`src/rtl/dhcm_pkg.sv`:
```
`timescale 1ns / 1ps
// Shared types and constants of the decimated convolution monitor.
// Used by every module in rtl except dhcm_ram; depends on nothing.
package dhcm_pkg;

    localparam int CHANNELS    = 4;
    localparam int MAX_KERNEL  = 8192;
    localparam int MAX_INTERIM = 64;

    localparam int KA_W   = $clog2(MAX_KERNEL);
    localparam int IA_W   = $clog2(MAX_INTERIM);
    localparam int IC_W   = 7;
    localparam int KL_W   = 14;
    localparam int PER_W  = 16;
    localparam int DW     = 32;
    localparam int STEP_W = 32;
    localparam int CI_W   = 13;

    localparam int DIV_W  = 40;
    localparam int DVS_W  = 16;
    localparam int DIV_CW = $clog2(DIV_W);

    localparam int SUM_W   = DW + IA_W;
    localparam int PROD_W  = 2 * DW;
    localparam int ACC_W   = PROD_W + KA_W + 1;
    localparam int FRAC_SH = 30;
    localparam int DOT_W   = ACC_W - FRAC_SH;
    localparam int UNITY   = 65536;

    localparam int S_STEP_LO = 0;
    localparam int S_SMP_LO  = S_STEP_LO + STEP_W;
    localparam int S_CI_LO   = S_SMP_LO + CHANNELS * DW;
    localparam int S_CV_LO   = S_CI_LO + CI_W;
    localparam int S_BITS    = S_CV_LO + DW;
    localparam int S_TDATA_W = ((S_BITS + 7) / 8) * 8;
    localparam int M_BITS    = STEP_W + CHANNELS * DW;
    localparam int M_TDATA_W = ((M_BITS + 7) / 8) * 8;

    localparam logic FUNC_SAMPLE = 1'b0;
    localparam logic FUNC_LOAD   = 1'b1;

    localparam int CFG_IDX_W = 3;
    localparam logic [CFG_IDX_W-1:0] REG_INTERIM = 3'd0;
    localparam logic [CFG_IDX_W-1:0] REG_KLEN    = 3'd1;
    localparam logic [CFG_IDX_W-1:0] REG_PERIOD  = 3'd2;
    localparam logic [CFG_IDX_W-1:0] REG_VMODE   = 3'd3;
    localparam logic [CFG_IDX_W-1:0] REG_VSCALE  = 3'd4;

    localparam logic [IC_W-1:0]  RST_INTERIM = 7'd40;
    localparam logic [KL_W-1:0]  RST_KLEN    = 14'd5000;
    localparam logic [PER_W-1:0] RST_PERIOD  = 16'd20000;
    localparam logic             RST_VMODE   = 1'b1;
    localparam logic [DW-1:0]    RST_VSCALE  = 32'd7340;

    typedef struct packed {
        logic            iw_en;
        logic [IA_W-1:0] iw_addr;
        logic [IA_W-1:0] ir_addr;
        logic            sum_clr;
        logic            sum_acc;
        logic            sum_use;
        logic            mean_start;
        logic [IC_W-1:0] ic;
        logic            st_we;
        logic            st_zero;
        logic [KA_W-1:0] st_waddr;
        logic [KA_W-1:0] st_raddr;
        logic            dot_clr;
        logic            mul_v;
        logic            acc_v;
        logic            v_mag;
        logic            v_lo;
        logic            v_hi;
        logic            v_fin;
        logic            vmode;
        logic [DW-1:0]   scale;
    } lane_ctl_t;

    typedef struct packed {
        logic mean_done;
    } lane_stat_t;

endpackage

```
`src/rtl/dhcm_div.sv`:
```
`timescale 1ns / 1ps
// Restoring divider, one quotient bit per cycle, unsigned operands.
// Depends on dhcm_pkg.
module dhcm_div (
    input  logic                       aclk,
    input  logic                       aresetn,
    input  logic                       start,
    input  logic [dhcm_pkg::DIV_W-1:0] dividend,
    input  logic [dhcm_pkg::DVS_W-1:0] divisor,
    output logic                       done,
    output logic [dhcm_pkg::DIV_W-1:0] quotient,
    output logic [dhcm_pkg::DVS_W-1:0] remainder
);

    logic [dhcm_pkg::DIV_W-1:0]  quo_reg;
    logic [dhcm_pkg::DVS_W-1:0]  rem_reg;
    logic [dhcm_pkg::DVS_W-1:0]  dvs_reg;
    logic [dhcm_pkg::DIV_CW-1:0] cnt_reg;
    logic                        busy_reg;
    logic                        done_reg;
    logic [dhcm_pkg::DVS_W:0]    shifted;
    logic [dhcm_pkg::DVS_W:0]    diff;
    logic                        ge;

    always_comb begin
        shifted = {rem_reg, quo_reg[dhcm_pkg::DIV_W-1]};
        diff    = shifted - {1'b0, dvs_reg};
        ge      = (shifted >= {1'b0, dvs_reg});
    end

    always_ff @(posedge aclk) begin
        if (!aresetn) begin
            busy_reg <= 1'b0;
            done_reg <= 1'b0;
        end else begin
            done_reg <= 1'b0;
            if (start) begin
                busy_reg <= 1'b1;
            end else if (busy_reg && cnt_reg == '0) begin
                busy_reg <= 1'b0;
                done_reg <= 1'b1;
            end
        end
    end

    always_ff @(posedge aclk) begin
        if (start) begin
            quo_reg <= dividend;
            rem_reg <= '0;
            dvs_reg <= divisor;
            cnt_reg <= dhcm_pkg::DIV_CW'(dhcm_pkg::DIV_W - 1);
        end else if (busy_reg) begin
            quo_reg <= {quo_reg[dhcm_pkg::DIV_W-2:0], ge};
            rem_reg <= ge ? diff[dhcm_pkg::DVS_W-1:0] : shifted[dhcm_pkg::DVS_W-1:0];
            cnt_reg <= cnt_reg - 1'b1;
        end
    end

    assign done      = done_reg;
    assign quotient  = quo_reg;
    assign remainder = rem_reg;

endmodule

```
`config.mk`:
```
export PLATFORM = sky130hd
export DESIGN_NAME = dhcm_div
export DESIGN_NICKNAME = d
export VERILOG_FILES = /design/src/rtl/dhcm_pkg.sv /design/src/rtl/dhcm_div.sv
export SDC_FILE = /design/constraint.sdc
export NUM_CORES = 1
export LEC_CHECK = 0
export ABC_AREA = 1
export BUFFER_PORTS_ARGS = -buffer_cell sky130_fd_sc_hd__buf_2
export CORE_MARGIN = 1
export CORE_UTILIZATION = 53
export DETAILED_ROUTE_END_ITERATION = 10
export PLACE_DENSITY = 0.9
export REMOVE_ABC_BUFFERS = 1
export SLEW_MARGIN = 20
export SYNTH_ARGS = -nofsm -noshare
export SYNTH_HDL_FRONTEND = slang
export SYNTH_SLANG_ARGS = --single-unit
```
`constraint.sdc`:
```
create_clock -name aclk -period 2.3 [get_ports aclk]
set_input_delay 0.115 -clock aclk [delete_from_list [all_inputs] [get_ports aclk]]
set_output_delay 0.115 -clock aclk [all_outputs]
set_load 0.005 [all_outputs]
```
==> run metrics <==
Clock Sink Count 80; worst-skew pair later-pin latency 0.35 ns; Synth top area share 38.4%; total die area 8640 um2; Max IR drop VDD 0.407 mV; max cap viols 0; warnings from Yosys 0; hold endpoint quotient[6]; Root Driver clkbuf_8; Final Util 69.6%; final-report setup violation count 0; starting density of the core 55.9%; power share of the combinational group 14.2%; Worst EP arrival 2.33 ns; Vias/cell 5.06; Switching Fraction 25.8%; Final Hold Vio Count 0; remaining antenna violation count 0; Post-synth top flop edfxtp_1; postcts setup bufs 0; Total GRT Usage 26.3%; most frequent cells in the layout nand2_1, buf_2, inv_1; status finished, final reports clean; Power Dens Cells 614 nW/um2; Ant. Diodes 0; core footprint 7850 um2; Synth async-reset ratio 0%; RSZ-0062 raised after global routing no; HPWL after DPL 7.86 mm; layout cell share with drive strength beyond 1 23.1%; post-synth top area cell edfxtp_1; internal power 2.49 mW; fin. max-slew vios 0; # fillers 664; Worst Setup End Kind flop; area grow syn2layout 24.6%; Avg Inst Size Synth 7.91 um2; Rows 32; r2r setup slk 0.21 ns; CP max FO 4; DRC violations left 0; TritonCTS Buffers 9; Reg power frac 51.2%; largest net degree at the start of global routing 49; routed wire length 10.8 mm; P_sw 0.866 mW; top-level port count 116; Netlist cell types 33; nature of the critical path startpoint flop; Clock transition at path regs 0.09 ns; GPL Wtd Cong 0.900; hold depth 3; Clock power frac 34.5%; sequential share of the synthesized area 49.3%; clk buf depth 2; CP Class reg -> reg; Layout Nets 766; Critical Path RT 2.55 ns; cts repair resizes 0; Post-synth EDFFs 56; R2R depth 11; relative slew slack 54.5%; CTS tree done; Worst Hold Class in -> reg; worst r2r src quotient[39]; fin crit period 2.09 ns; Chip Height 92.9 um; initial antenna violation count 0; ranking of synthesized cells by area edfxtp_1, nand2_1, dfxtp_1; die width 92.9 um; commonest non-fill, non-tap cell in the layout nand2_1; first-pass GRT wire length 17.5 mm; H-tree Lvls 3; CTS Hold Bufs 17; Crit Reg-Reg Endpoint remainder[14]; TritonRoute pass-1 iters 5; clock skew 0.0125 ns; mapped cell area 4380 um2; DR iter-0 viols 217; Worst-Margin Slew 0.680 ns; Remaining Overflow, GRT 0; number of buffers added on ports 115; final period utilization 90.7%; TNS Setup 0 ns; Hold Crit Start dividend[6]; vias in the first global route 3903; post-synthesis cell count 554; wire length per cell 13.5 um; via count 4024; Leak 2.92 nW; #FFs+latches synth 80; max reg flops 40; fmax 480 MHz
==> metal layers <==
layer	track usage [%]	vias to the layer above	part of all wire, %
met4	10.3	0	2.5
li1	-	2016	-
met3	6.65	26	7.6
met2	44.9	173	49
met5	0	-	0
met1	31.8	1809	40
==> worst max path at each step <==
| stage | from | end | slack (ns) | cells past startpoint |
|---|---|---|---|---|
| after global placement | quotient[39] | remainder[14] | 0.23 | 11 |
| final | quotient[39] | remainder[14] | 0.21 | 11 |
| after CTS | quotient[39] | remainder[14] | 0.21 | 11 |
| after floorplan | quotient[39] | remainder[14] | 0.49 | 11 |
| after global routing | quotient[39] | remainder[14] | 0.03 | 11 |
| after detailed placement | quotient[39] | remainder[14] | 0.24 | 11 |
==> power by group through the flow <==
stage | clock network [mW] | registers (mW) | logic (mW)
finish | 1.16 | 1.72 | 0.477
CTS | 1.18 | 1.72 | 0.476
detailed placement | 0 | 1.75 | 0.455
global placement | 0 | 1.75 | 0.441
global route | 1.23 | 1.73 | 0.535
floorplan | 0 | 1.75 | 0.230
==> cell type report <==
cell class,instances,area (um2),share of cell area [%]
sequential,80,2160,39.6
multi-input combinational,381,1850,33.9
timing repair buffer,138,803,14.7
inverter,79,297,5.43
clock buffer,10,128,2.34
tap,102,128,2.34
clock inverter,6,91.3,1.67
==> cells in the mapped netlist, types with 7 or more instances <==
library cell and count:
nand2_1 237, inv_1 71, edfxtp_1 56, nand3_1 36, dfxtp_1 24, nor2_1 24, ha_1 17, a21oi_1 10
clkbuf_1 10, o21ai_0 9, inv_2 7, nand3b_1 7
==> metrics by stage <==
stage	area [um2]	setup slack [ns]	power, mW	hold slack (ns)	cells
after floorplan	4310	0.487	1.98	0.184	540
after global placement	5070	0.228	2.19	0.292	763
after detailed placement	5070	0.243	2.20	0.294	763
after CTS	5460	0.211	3.37	0.0111	796
after global routing	5460	0.0305	3.50	0.0198	796
final	5460	0.215	3.35	0.0252	796
==> logic make-up (layout without fill, tap and decap cells) <==
group / Yosys count / after routing / synth area share, %
adders and majority gates: 18 / 18 / 5.31
DFF: 80 / 80 / 49.3
xor gates and xnor gates: 7 / 7 / 1.40
and+or+nand+nor: 329 / 329 / 32.0
AOI/OAI and AO/OA: 27 / 27 / 3.60
buffers and inverters: 93 / 233 / 8.39
==> critical path, cell delays in order (launching register included) <==
cell and delay, ns:
edfxtp_1 0.36, inv_1 0.06, ha_1 0.22, fa_1 0.45
nor2_1 0.13, nor2_1 0.09, o21ai_1 0.25, nand2_1 0.13
nand3_1 0.12, nand3_2 0.07, nand2_1 0.07, nand2_1 0.04
Note: power is estimated with default switching activity, not from simulation.
