File: src/rtl/dhcm_ram.sv
`timescale 1ns / 1ps
// Generic simple dual-port RAM: one write port, one read port with registered data.
// No dependencies.
module dhcm_ram #(
    parameter int WIDTH = 32,
    parameter int DEPTH = 64
) (
    input  logic                     aclk,
    input  logic                     we,
    input  logic [$clog2(DEPTH)-1:0] waddr,
    input  logic [WIDTH-1:0]         wdata,
    input  logic [$clog2(DEPTH)-1:0] raddr,
    output logic [WIDTH-1:0]         rdata
);

    logic [WIDTH-1:0] mem [DEPTH];
    logic [WIDTH-1:0] rdata_reg;

    always_ff @(posedge aclk) begin
        if (we) begin
            mem[waddr] <= wdata;
        end
        rdata_reg <= mem[raddr];
    end

    assign rdata = rdata_reg;

endmodule

File: config.mk
export PLATFORM = sky130hd
export DESIGN_NAME = dhcm_ram
export DESIGN_NICKNAME = d
export VERILOG_FILES = /design/src/rtl/dhcm_ram.sv
export SDC_FILE = /design/constraint.sdc
export NUM_CORES = 2
export LEC_CHECK = 0
export BUFFER_PORTS_ARGS = -buffer_cell sky130_fd_sc_hd__buf_2
export CAP_MARGIN = 40
export CORE_AREA = 2 2 357 359
export DETAILED_ROUTE_END_ITERATION = 8
export DIE_AREA = 0 0 359 361
export PLACE_DENSITY = 0.78
export RECOVER_POWER = 100
export SETUP_SLACK_MARGIN = 0.2
export SLEW_MARGIN = 30
export SYNTH_ARGS = -nofsm -noshare
export SYNTH_HDL_FRONTEND = slang
export SYNTH_SLANG_ARGS = --single-unit
export TNS_END_PERCENT = 50
File: constraint.sdc
create_clock -name aclk -period 5 [get_ports aclk]
set_input_delay 1 -clock aclk [delete_from_list [all_inputs] [get_ports aclk]]
set_output_delay 1 -clock aclk [all_outputs]
set_load 0.01 [all_outputs]
==> metrics.txt <==
# TYPE chip_impl_metric gauge
chip_impl_metric{name="cp.arrival",unit="ps"} 5090
chip_impl_metric{name="timing_max_transition_violations_final",unit=""} 2802
chip_impl_metric{name="yosysSeqAreaShare",unit="%"} 79.1
chip_impl_info{name="synth_top_flop_cell",value="sky130_fd_sc_hd__edfxtp_1"} 1
chip_impl_info{name="main_combinational_cell_family_by_area_after_synthesis",value="multiplexers"} 1
chip_impl_metric{name="die_x",unit="um"} 359
chip_impl_metric{name="grt_pass1_vias",unit=""} 40300
chip_impl_metric{name="finalWeightedCongestion",unit=""} 0.854
chip_impl_info{name="synth_top_cells_by_area",value="sky130_fd_sc_hd__edfxtp_1 (78%), sky130_fd_sc_hd__mux4_2 (16%), sky130_fd_sc_hd__mux2i_1 (1.2%)"} 1
chip_impl_metric{name="post_cts_setup_repair_buffer_count",unit=""} 0
chip_impl_metric{name="synth_nets",unit=""} 3370
chip_impl_metric{name="design.final.nets",unit=""} 3643
chip_impl_metric{name="grtUsageMet3",unit="%"} 6.62
chip_impl_metric{name="worst_reg_to_reg_path_cell_count",unit=""} 4
chip_impl_info{name="cp_cell_sequence",value="clkbuf_4 > clkbuf_1 > mux4_2 > mux4_2 > o22ai_1 > nor2_1"} 1
chip_impl_metric{name="timing.fmax",unit="MHz"} 226
chip_impl_metric{name="postSynthRegisterBits",unit=""} 2080
chip_impl_metric{name="route.antenna.remaining_nets",unit=""} 0
chip_impl_metric{name="synth.top_cell.area_share",unit="%"} 78.3
chip_impl_metric{name="share_clk_of_total_power",unit="%"} 40.5
chip_impl_metric{name="timing.max_cap.violations",unit=""} 85
chip_impl_metric{name="design.portCount",unit=""} 78
chip_impl_metric{name="grt_overflow",unit=""} 0
chip_impl_metric{name="vias",unit=""} 38900
chip_impl_metric{name="antenna_violations_before_repair",unit=""} 9
chip_impl_metric{name="finalWorstPathRequiredPeriod",unit="ps"} 4430
chip_impl_metric{name="worstSkewPairLatency",unit="ps"} 820
chip_impl_metric{name="drcViolationCount",unit=""} 0
chip_impl_metric{name="syn-instance-count",unit=""} 3324
chip_impl_metric{name="post_synth.cell_area_avg",unit="sq um"} 23.6
chip_impl_metric{name="timing.max_slew.rel_slack",unit="%"} -103
chip_impl_metric{name="fp.dieH",unit="um"} 361
chip_impl_metric{name="setup_tns",unit="ps"} 0
chip_impl_metric{name="fin_worst_skew",unit="ps"} 28.7
chip_impl_info{name="rsz0062_at_grt",value="false"} 1
chip_impl_metric{name="n_fill_cell",unit=""} 6865
chip_impl_metric{name="post_cts_resized",unit=""} 0
chip_impl_metric{name="synthesized_area_fraction_occupied_by_xor_and_xnor_cells",unit="%"} 0
chip_impl_metric{name="post_synth_fa_ha_maj_area_fraction",unit="%"} 0
chip_impl_metric{name="power.switching",unit="uW"} 7600
chip_impl_metric{name="hold_depth",unit=""} 4
chip_impl_metric{name="routed_wire_length_per_instance",unit="um"} 37.9
chip_impl_metric{name="dr.pass1.iters",unit=""} 5
chip_impl_metric{name="period_share",unit="%"} 88.7
chip_impl_metric{name="grt_first_pass_wirelength",unit="um"} 293000
chip_impl_metric{name="via_to_cell_ratio",unit=""} 7.19
chip_impl_info{name="tritoncts_clock_tree",value="built"} 1
chip_impl_metric{name="cts.htree.levels",unit=""} 4
chip_impl_metric{name="placeable_core_area",unit="sq um"} 125000
chip_impl_metric{name="drive_gt1_share",unit="%"} 25.0
chip_impl_info{name="cp_common_cell",value="sky130_fd_sc_hd__mux4_2"} 1
chip_impl_metric{name="synth_compound_area_share",unit="%"} 1.67
chip_impl_metric{name="path_clk_slew",unit="ps"} 60
chip_impl_metric{name="finish.instance_area",unit="sq um"} 87600
chip_impl_metric{name="placed_instance_area",unit="sq um"} 82700
chip_impl_metric{name="global_route.usage.total",unit="%"} 32.2
chip_impl_metric{name="largest_register_ffs",unit=""} 2048
chip_impl_info{name="synth_area_leader_cell",value="sky130_fd_sc_hd__edfxtp_1"} 1
chip_impl_metric{name="finalHoldWorstSlack",unit="ps"} 738
chip_impl_metric{name="cp.required",unit="ps"} 5660
chip_impl_metric{name="synthesis_to_finish_area_growth",unit="%"} 11.6
chip_impl_info{name="class_of_the_tightest_hold_or_removal_check",value="reg -> reg"} 1
chip_impl_metric{name="drt_iter0_markers",unit=""} 6404
chip_impl_info{name="crit_path_start_kind",value="input port"} 1
chip_impl_metric{name="hpwl",unit="um"} 111000
chip_impl_metric{name="maximum_number_of_pins_on_one_net_before_global_route_repair",unit=""} 77
chip_impl_metric{name="ys_async_sr_fraction",unit="%"} 0
chip_impl_info{name="busiest_layer",value="met2"} 1
chip_impl_info{name="violations",value="max-capacitance violations, max-slew violations"} 1
chip_impl_metric{name="die_area",unit="sq um"} 130000
chip_impl_metric{name="tritoncts.num_buffers",unit=""} 191
chip_impl_metric{name="post_synth_num_cell_types",unit=""} 34
chip_impl_metric{name="pwr-share-comb",unit="%"} 4.9
chip_impl_info{name="cell_with_the_biggest_individual_delay_on_the_critical_path",value="sky130_fd_sc_hd__clkbuf_4"} 1
chip_impl_metric{name="synth_simple_gate_area_share",unit="%"} 1.27
chip_impl_metric{name="actual_transition_at_the_worst_max_transition_pin",unit="ps"} 3040
chip_impl_metric{name="row_count",unit=""} 130
chip_impl_metric{name="muxShareOfSynthArea",unit="%"} 16.8
chip_impl_metric{name="p_leak",unit="uW"} 0.0271
chip_impl_metric{name="globalRouteMet2Util",unit="%"} 51.6
chip_impl_metric{name="use_met1",unit="%"} 43.2
chip_impl_metric{name="crit_path_max_fanout",unit=""} 76
chip_impl_metric{name="synth_enable_flop_cells",unit=""} 2048
chip_impl_metric{name="buffer_ports.inserted",unit=""} 77
chip_impl_metric{name="p_per_cell_area",unit="nW/um^2"} 406
chip_impl_metric{name="internal_power",unit="uW"} 28000
chip_impl_metric{name="worst_case_clock_buffer_depth",unit=""} 3
chip_impl_metric{name="syn_area",unit="sq um"} 78500
chip_impl_metric{name="vdd.ir_drop.worst",unit="mV"} 0.312
chip_impl_metric{name="hold_viol",unit=""} 0
chip_impl_metric{name="synthesis.yosys.warnings",unit=""} 0
chip_impl_info{name="clock_tree.root_cell",value="sky130_fd_sc_hd__clkbuf_16"} 1
chip_impl_metric{name="setup_viol",unit=""} 0
chip_impl_metric{name="hold_buffers",unit=""} 0
chip_impl_info{name="end_kind",value="register"} 1
chip_impl_metric{name="ff2ff_setup_slack",unit="ps"} 2520
chip_impl_metric{name="slowest_delay",unit="ps"} 1230
chip_impl_metric{name="start_util",unit="%"} 62.6
chip_impl_metric{name="cts.sink_count",unit=""} 2080
chip_impl_info{name="critPathKind",value="in -> reg"} 1
chip_impl_metric{name="switching_power_share_of_the_total",unit="%"} 21.4
chip_impl_metric{name="postRouteWirelength",unit="um"} 205000
chip_impl_metric{name="sequential_group_share_of_total_power",unit="%"} 54.6
chip_impl_info{name="run_status",value="finished, violations left"} 1
==> stage by stage <==
step	util, %	setup WS [ps]	instances	power [uW]
global placement	65.4	737	5018	21400
floorplan	-	840	3324	20700
global route	69.8	722	5411	36300
CTS	70.8	1470	5403	35700
detailed placement	65.9	688	5046	21500
finish	69.8	567	5415	35600
==> cell usage in the layout, fill, tap and decap left out, types with 3 or more instances in the layout <==
master	Yosys	layout
sky130_fd_sc_hd__edfxtp_1	2048	2048
sky130_fd_sc_hd__mux4_2	544	544
sky130_fd_sc_hd__clkbuf_1	74	206
sky130_fd_sc_hd__clkbuf_16	0	195
sky130_fd_sc_hd__nor2_1	137	124
sky130_fd_sc_hd__mux2i_1	93	93
sky130_fd_sc_hd__o22ai_1	84	84
sky130_fd_sc_hd__a21oi_1	62	62
sky130_fd_sc_hd__buf_4	25	61
sky130_fd_sc_hd__clkinv_2	0	37
sky130_fd_sc_hd__clkinv_1	0	33
sky130_fd_sc_hd__dfxtp_1	32	32
sky130_fd_sc_hd__o221ai_1	27	27
sky130_fd_sc_hd__nand2_1	26	26
sky130_fd_sc_hd__buf_12	0	23
sky130_fd_sc_hd__nor2b_1	15	15
sky130_fd_sc_hd__nor2_4	0	13
sky130_fd_sc_hd__bufinv_16	0	13
sky130_fd_sc_hd__a22oi_1	12	12
sky130_fd_sc_hd__clkbuf_8	0	10
sky130_fd_sc_hd__clkinvlp_4	0	10
sky130_fd_sc_hd__a311oi_1	8	8
sky130_fd_sc_hd__buf_2	57	8
sky130_fd_sc_hd__nand2b_1	8	7
sky130_fd_sc_hd__nor3_1	7	7
sky130_fd_sc_hd__clkinv_8	0	6
sky130_fd_sc_hd__nand3b_1	5	5
sky130_fd_sc_hd__nand3_1	5	5
sky130_fd_sc_hd__clkbuf_2	0	5
sky130_fd_sc_hd__diode_2	0	4
sky130_fd_sc_hd__and3_1	4	4
sky130_fd_sc_hd__a41o_1	4	4
sky130_fd_sc_hd__o32ai_1	4	4
sky130_fd_sc_hd__inv_6	0	4
sky130_fd_sc_hd__or3b_1	2	3
sky130_fd_sc_hd__or3_1	3	3
==> metal layers <==
layer | wire length, um | part of all wire, %
met4 | 11800 | 5.7
met1 | 68300 | 33
met3 | 25200 | 12
met5 | 82 | 0.040
met2 | 100000 | 49
==> cells in the mapped netlist (5+ instances only) <==
| cell type | instances |
|---|---|
| sky130_fd_sc_hd__buf_4 | 25 |
| sky130_fd_sc_hd__buf_2 | 57 |
| sky130_fd_sc_hd__clkbuf_1 | 74 |
| sky130_fd_sc_hd__nor2_1 | 137 |
| sky130_fd_sc_hd__nand2_1 | 26 |
| sky130_fd_sc_hd__nand3_1 | 5 |
| sky130_fd_sc_hd__o221ai_1 | 27 |
| sky130_fd_sc_hd__nor3_1 | 7 |
| sky130_fd_sc_hd__mux4_2 | 544 |
| sky130_fd_sc_hd__nor2b_1 | 15 |
| sky130_fd_sc_hd__buf_6 | 5 |
| sky130_fd_sc_hd__nand2b_1 | 8 |
| sky130_fd_sc_hd__a21oi_1 | 62 |
| sky130_fd_sc_hd__buf_1 | 21 |
| sky130_fd_sc_hd__a311oi_1 | 8 |
| sky130_fd_sc_hd__edfxtp_1 | 2048 |
| sky130_fd_sc_hd__nand3b_1 | 5 |
| sky130_fd_sc_hd__dfxtp_1 | 32 |
| sky130_fd_sc_hd__mux2i_1 | 93 |
| sky130_fd_sc_hd__a22oi_1 | 12 |
| sky130_fd_sc_hd__o22ai_1 | 84 |
==> worst paths after layout <==
kind                             startpoint   endpoint
worst max-delay path               raddr[1]   rdata[3]
worst min-delay path            mem[12][20]  rdata[20]
worst max register to register    mem[4][1]   rdata[1]
worst min register to register  mem[12][20]  rdata[20]
==> power by group through the flow <==
stage / Sequential (uW) / Combinational, uW / Clock (uW)
2_1_floorplan: 19700 / 939 / 0
3_3_place_gp: 19800 / 1650 / 0
3_5_place_dp: 19800 / 1770 / 0
4_1_cts: 19400 / 1810 / 14500
5_1_grt: 19400 / 1810 / 15100
6_report: 19400 / 1750 / 14400
==> cell type report <==
cell class | instances | area (sq um) | area share [%]
Sequential cell | 2080 | 62100 | 70.9
Multi-Input combinational cell | 1062 | 15600 | 17.8
Clock buffer | 250 | 5190 | 5.92
Tap cell | 1650 | 2060 | 2.36
Timing Repair Buffer | 262 | 1640 | 1.87
Clock inverter | 107 | 965 | 1.10
Antenna cell | 4 | 10.0 | 0.0114
==> kinds of logic (layout without fill, tap and decap cells) <==
group,Yosys count,count (layout)
AOI/OAI and AO/OA,202,202
buffers and inverters,182,619
DFF,2080,2080
muxes,637,637
other,0,4
and+or+nand+nor,223,223
==> critical path: cells and delay by family <==
family / cells / cell delay [ps]
buf+inv: 2 / 2180
compound gates: 1 / 660
mux: 2 / 950
simple gates: 1 / 130
Power figures use the tool's default switching activity.
